File: src/hw/rtl/bm3_pkg.sv
package bm3_pkg;

    // frame size limits and window size
    localparam int MAX_WIDTH  = 1024;
    localparam int MAX_HEIGHT = 4096;
    localparam int WIN        = 3;

    // field widths of the ports
    localparam int MODE_BITS    = 2;
    localparam int WIDTH_FIELD  = 11;
    localparam int HEIGHT_FIELD = 13;
    localparam int CFG_BITS     = 13;
    localparam int CFG_IDX_BITS = 2;
    localparam int CMD_BITS     = 1;
    localparam int PIX_BITS     = 8;

    // internal widths
    localparam int WD_BITS   = $clog2(MAX_WIDTH + 1);   // effective width 1..MAX_WIDTH
    localparam int HT_BITS   = $clog2(MAX_HEIGHT + 1);  // effective height 1..MAX_HEIGHT
    localparam int COL_BITS  = $clog2(MAX_WIDTH);       // column 0..MAX_WIDTH-1
    localparam int ROW_BITS  = $clog2(MAX_HEIGHT + 3);  // row, runs a little past the frame
    localparam int WARM_BITS = $clog2(MAX_WIDTH + 2);   // pipeline fill count 0..W+1
    localparam int LINE_BITS = 2;                       // two rows held per column

    localparam int RESET_WIDTH  = 640;
    localparam int RESET_HEIGHT = 480;

    localparam logic [PIX_BITS-1:0] FG_VALUE = PIX_BITS'(255);

    // register indices
    localparam logic [CFG_IDX_BITS-1:0] REG_MODE   = CFG_IDX_BITS'(0);
    localparam logic [CFG_IDX_BITS-1:0] REG_WIDTH  = CFG_IDX_BITS'(1);
    localparam logic [CFG_IDX_BITS-1:0] REG_HEIGHT = CFG_IDX_BITS'(2);

    // request commands
    localparam logic [CMD_BITS-1:0] CMD_PIXEL = 1'b0;
    localparam logic [CMD_BITS-1:0] CMD_DRAIN = 1'b1;

    typedef enum logic [MODE_BITS-1:0] {
        MODE_ERODE,
        MODE_DILATE,
        MODE_OPEN,
        MODE_CLOSE
    } t_mode;

    // 3x3 neighbourhood, [row][col], row 0 oldest (top), col 0 oldest (left)
    typedef logic [WIN-1:0][WIN-1:0] t_win;

    // raster position
    typedef struct packed {
        logic [ROW_BITS-1:0] row;
        logic [COL_BITS-1:0] col;
    } t_pos;

    // facts about one window centre
    typedef struct packed {
        logic emit;       // centre lies inside the frame
        logic top;        // row above is inside the image
        logic bottom;     // row below is inside the image
        logic left;
        logic right;
        logic row_end;
        logic frame_end;
    } t_ctr;

    // side information that travels with a request through the window stages
    typedef struct packed {
        logic                a_live;
        t_ctr                a;
        logic                b_live;
        t_ctr                b;
        logic [COL_BITS-1:0] a_col;
    } t_tag;

    // one result
    typedef struct packed {
        logic fg;
        logic row_end;
        logic frame_end;
    } t_res;

endpackage

File: src/hw/rtl/bm3_ram.sv
module bm3_ram #(
    parameter int WIDTH = 2,
    parameter int DEPTH = 1024
) (
    input  logic                                        i_clk,
    input  logic                                        i_we,
    input  logic [((DEPTH > 1) ? $clog2(DEPTH) : 1)-1:0] i_wr_addr,
    input  logic [WIDTH-1:0]                            i_wr_data,
    input  logic                                        i_re,
    input  logic [((DEPTH > 1) ? $clog2(DEPTH) : 1)-1:0] i_rd_addr,
    output logic [WIDTH-1:0]                            o_rd_data
);

    logic [WIDTH-1:0] r_mem [DEPTH];
    logic [WIDTH-1:0] r_rd_data;

    // simple dual port, read returns the old contents on a same-address write
    always_ff @(posedge i_clk) begin
        if (i_we) begin
            r_mem[i_wr_addr] <= i_wr_data;
        end
        if (i_re) begin
            r_rd_data <= r_mem[i_rd_addr];
        end
    end

    assign o_rd_data = r_rd_data;

endmodule

File: src/hw/rtl/bm3_win.sv
module bm3_win (
    input  logic                         i_clk,
    input  logic                         i_rst_n,
    input  logic                         i_en,
    input  logic                         i_load,
    input  logic                         i_fg,
    input  logic [bm3_pkg::COL_BITS-1:0] i_col,
    input  bm3_pkg::t_tag                i_tag,
    output logic                         o_valid,
    output bm3_pkg::t_win                o_win,
    output bm3_pkg::t_tag                o_tag
);
    import bm3_pkg::*;

    logic                 r_s1_valid;
    logic                 r_s1_fg;
    logic [COL_BITS-1:0]  r_s1_col;
    t_tag                 r_s1_tag;
    logic                 r_s2_valid;
    t_tag                 r_s2_tag;
    t_win                 r_win;
    logic                 r_fwd;
    logic [LINE_BITS-1:0] r_fwd_data;

    logic                 rd_en;
    logic                 wr_en;
    logic [LINE_BITS-1:0] ram_rd;
    logic [LINE_BITS-1:0] line_rd;
    logic [LINE_BITS-1:0] wr_data;

    // line store: per column, bit 1 is one row up, bit 0 two rows up
    assign rd_en   = i_en && i_load;
    assign wr_en   = i_en && r_s1_valid;
    assign line_rd = r_fwd ? r_fwd_data : ram_rd;
    assign wr_data = {r_s1_fg, line_rd[1]};

    bm3_ram #(
        .WIDTH (LINE_BITS),
        .DEPTH (MAX_WIDTH)
    ) u_line (
        .i_clk     (i_clk),
        .i_we      (wr_en),
        .i_wr_addr (r_s1_col),
        .i_wr_data (wr_data),
        .i_re      (rd_en),
        .i_rd_addr (i_col),
        .o_rd_data (ram_rd)
    );

    // one-pixel rows: the next read hits the column being written this cycle
    always_ff @(posedge i_clk) begin
        if (!i_rst_n) begin
            r_fwd <= 1'b0;
        end else if (rd_en) begin
            r_fwd <= wr_en && (r_s1_col == i_col);
        end
    end

    always_ff @(posedge i_clk) begin
        if (rd_en) begin
            r_fwd_data <= wr_data;
        end
    end

    // stage valids
    always_ff @(posedge i_clk) begin
        if (!i_rst_n) begin
            r_s1_valid <= 1'b0;
            r_s2_valid <= 1'b0;
        end else if (i_en) begin
            r_s1_valid <= i_load;
            r_s2_valid <= r_s1_valid;
        end
    end

    // stage payload
    always_ff @(posedge i_clk) begin
        if (i_en) begin
            r_s1_fg  <= i_fg;
            r_s1_col <= i_col;
            r_s1_tag <= i_tag;
            r_s2_tag <= r_s1_tag;
        end
    end

    // window shifts left, newest column enters on the right
    always_ff @(posedge i_clk) begin
        if (wr_en) begin
            for (int r = 0; r < WIN; r++) begin
                r_win[r][0] <= r_win[r][1];
                r_win[r][1] <= r_win[r][2];
            end
            r_win[0][2] <= line_rd[0];
            r_win[1][2] <= line_rd[1];
            r_win[2][2] <= r_s1_fg;
        end
    end

    assign o_valid = r_s2_valid;
    assign o_win   = r_win;
    assign o_tag   = r_s2_tag;

endmodule

File: config.mk
export PLATFORM = sky130hd
export DESIGN_NAME = bm3_win
export DESIGN_NICKNAME = d
export VERILOG_FILES = /design/src/hw/rtl/bm3_pkg.sv /design/src/hw/rtl/bm3_ram.sv /design/src/hw/rtl/bm3_win.sv
export SDC_FILE = /design/constraint.sdc
export NUM_CORES = 2
export LEC_CHECK = 0
export ABC_CLOCK_PERIOD_IN_PS = 17200
export BUFFER_PORTS_ARGS = -buffer_cell sky130_fd_sc_hd__buf_2
export CELL_PAD_IN_SITES_DETAIL_PLACEMENT = 0
export CELL_PAD_IN_SITES_GLOBAL_PLACEMENT = 1
export CORE_MARGIN = 3
export CORE_UTILIZATION = 57
export CTS_BUF_LIST = sky130_fd_sc_hd__clkbuf_4 sky130_fd_sc_hd__clkbuf_8
export DETAILED_ROUTE_END_ITERATION = 10
export PLACE_DENSITY = 0.93
export SETUP_SLACK_MARGIN = 0.3
export SYNTH_ARGS = -nofsm -noshare
export SYNTH_HDL_FRONTEND = slang
export SYNTH_HIERARCHICAL = 1
export SYNTH_SLANG_ARGS = --single-unit
File: constraint.sdc
create_clock -name i_clk -period 17.2 [get_ports i_clk]
set_input_delay 3.44 -clock i_clk [delete_from_list [all_inputs] [get_ports i_clk]]
set_output_delay 3.44 -clock i_clk [all_outputs]
set_load 0.05 [all_outputs]
==> results.md <==
- Power Dens Cells: 110 nW/um^2
- GR Util All Layers: 29.0%
- First-pass DRT Iterations: 9
- Commonest cells post-synth: edfxtp_1, nor2_1, mux4_2
- DRT iter0 DRCs: 8240
- Unrepaired setup endpoints after global routing: no
- Setup TNS: 0 ns
- Die Ht: 395 um
- Max_slew headroom: 0.721%
- Ports: 77
- Gpl congestion: 0.852
- Largest net degree at the start of global routing: 242
- Fin nets: 5053
- CP Max Fanout: 96
- Clock root buffer master: clkbuf_8
- Multi-input gate area: 20600 um^2
- P&R area growth vs syn: 9.39%
- Failing checks: max-capacitance violations
- Hold buffers post-CTS: 0
- Final cycle utilization of the critical path: 45.6%
- Residual DRC: 0
- Number of setup buffers added after CTS: 0
- Seq/Total Area, Yosys: 74.0%
- CTS buffer count: 334
- Worst Setup End Kind: flip-flop
- Die area: 156000 um^2
- Min-delay src: r_s1_tag[25]
- Critical path class: primary input to flip-flop
- Skew final: 0.0630 ns
- WHS: 0.417 ns
- First-pass GRT wire length: 328 mm
- Vias/cell: 6.78
- Cells after synthesis: 4895
- Sink Count: 2127
- Status: finished with violations
- Vias in the first global route: 48700
- Max VDD drop: 0.0916 mV
- Synthesized flop and latch total: 2127
- HPWL after DPL: 123 mm
- Final wirelength: 227 mm
- Number of fill cells: 9877
- Grt peak-use layer: met2
- Lkg Pwr: 28.8 nW
- Clock transition at path regs: 0.06 ns
- FF/Latch Area: 63800 um^2
- Gates resized, CTS repair: 0
- Worst setup SP type: primary input
- Share of layout cells above drive strength 1: 22.3%
- Measured slew at the worst slew-check pin: 1.47 ns
- Predominant post-synthesis flop cell: edfxtp_1
- Grt met2 use: 44.1%
- Final ANT Viol Nets: 0
- Max Cap Violations: 1
- Initial antenna violation count: 9
- Reg2reg start: r_s1_fg
- Post-synth top area cell: edfxtp_1
- Hold WC Path Type: flip-flop to flip-flop
- Grt total ovfl: 0
- Worst skew pair latency: 1.02 ns
- Top cells by area, synth: edfxtp_1, mux4_2, nor2_1
- Share of the synthesized area in the top cell type: 73.9%
- Yosys cell types: 72
- Initial Util: 57.5%
- Total power: 10.3 mW
- Mean Syn Cell Area: 17.6 um^2
- Max Fclk: 128 MHz
- Net count after synthesis: 4936
- # port buffers: 76
- GR Layer Usage met1: 39.0%
- Via count: 49300
- Final Critical Period: 7.84 ns
- Clock buffer depth: 4
- Most frequent cell after synthesis: edfxtp_1
- Die Width: 395 um
- # setup viols final: 0
- EDFF count, synth: 2124
- Critical Path AT: 8.55 ns
- GRT met3 Usage: 8.69%
- Async set-reset flop share out of synthesis: 0%
- Row count: 142
- Mapped Area: 86300 um^2
- Crit path required time: 17.91 ns
- Final Slew Violations: 0
- Hold Vio Cnt, Final: 0
- Yosys warnings: 6
- Routed WL per cell: 31.1 um
- Core area: 150000 um^2
- CP startpoint: i_col[1]
- CTS tree: yes
- H-tree levels: 5
[area by class of cell]
| class | count | area share (%) |
|---|---|---|
| Antenna cell | 7 | 0.0186 |
| Clock buffer | 433 | 5.69 |
| Clock inverter | 145 | 0.829 |
| Inverter | 7 | 0.0292 |
| Multi-Input combinational cell | 2365 | 21.8 |
| Sequential cell | 2127 | 67.7 |
| Tap cell | 2016 | 2.67 |
| Timing Repair Buffer | 177 | 1.29 |
[power breakdown]
part,total [mW],internal (mW),switching (mW)
Combinational,0.560,0.168,0.392
Clock,4.01,2.12,1.89
Sequential,5.77,5.76,0.00919
[metrics by stage]
step                      std cells  setup WS [ns]  utilization [%]  instance area (um^2)
final                          7277           9.36             62.8                 94400
after floorplan                4895           2.48                -                 86300
after global placement         6692           8.44             58.7                 88200
after detailed placement       6692           8.44             58.7                 88200
after CTS                      7270           9.50             62.8                 94300
after global routing           7271           9.26             62.8                 94300
[logic make-up after synthesis]
kind of cell	synth area share, %
compound gates	2.92
xor+xnor	0.102
simple gates	6.28
mux	14.3
buf+inv	2.42
flops	74.0
[layout by cell type (no fill, tap or decap), types with 7 or more instances in the layout]
cell	count
nand2b_1	8
nor4_1	9
nand4_1	15
clkinv_1	91
nand3_4	7
a211oi_1	13
nor3b_1	8
buf_4	100
nor3_1	45
o22ai_1	45
nand3_2	17
mux2_2	9
clkinv_2	42
and3_1	8
nor2_1	1052
o21ai_0	36
clkbuf_8	339
buf_2	71
o221ai_1	82
nand2_1	91
a22oi_1	45
a221oi_1	13
nand3_1	17
a22o_1	13
a31oi_1	7
a21oi_1	70
edfxtp_1	2124
clkbuf_4	94
mux4_2	449
nor2b_1	11
xnor2_1	7
mux2i_1	205
diode_2	7
[state kept, by name (all words and copies together), names as in the netlist]
name and count:
r_fwd_data 2, r_fwd 1, u_line/r_mem 2048, o_tag 26, r_s1_fg 1, r_s1_tag 26, r_s1_col 10, o_valid 1
u_line/o_rd_data 2, r_s1_valid 1, o_win 9
[path summary, 6_finish.rpt]
check                           slack (ns)                    to  cells past startpoint
worst max-delay path                  9.36   u_line/o_rd_data[1]                     12
worst min-delay path                  0.42             o_tag[25]                      0
worst max register to register       12.95  u_line/r_mem[225][1]                      4
worst min register to register        0.42             o_tag[25]                      0
[routing by layer]
metal  wire, um  up-vias
li1           -    19500
met1      76300    25100
met2     106000     3995
met3      33200      698
met4      11600        6
met5         38        -
[worst max-delay path, stage by stage]
cell,delay [ns]
buf_8,0.51
buf_4,0.78
buf_4,0.78
buf_4,0.73
mux4_2,0.41
a221oi_1,0.40
o21ai_0,0.21
or4b_1,0.55
nand4b_1,0.11
a31oi_1,0.08
o31ai_1,0.29
nand4_1,0.13
Note: power is estimated with default switching activity, not from simulation.
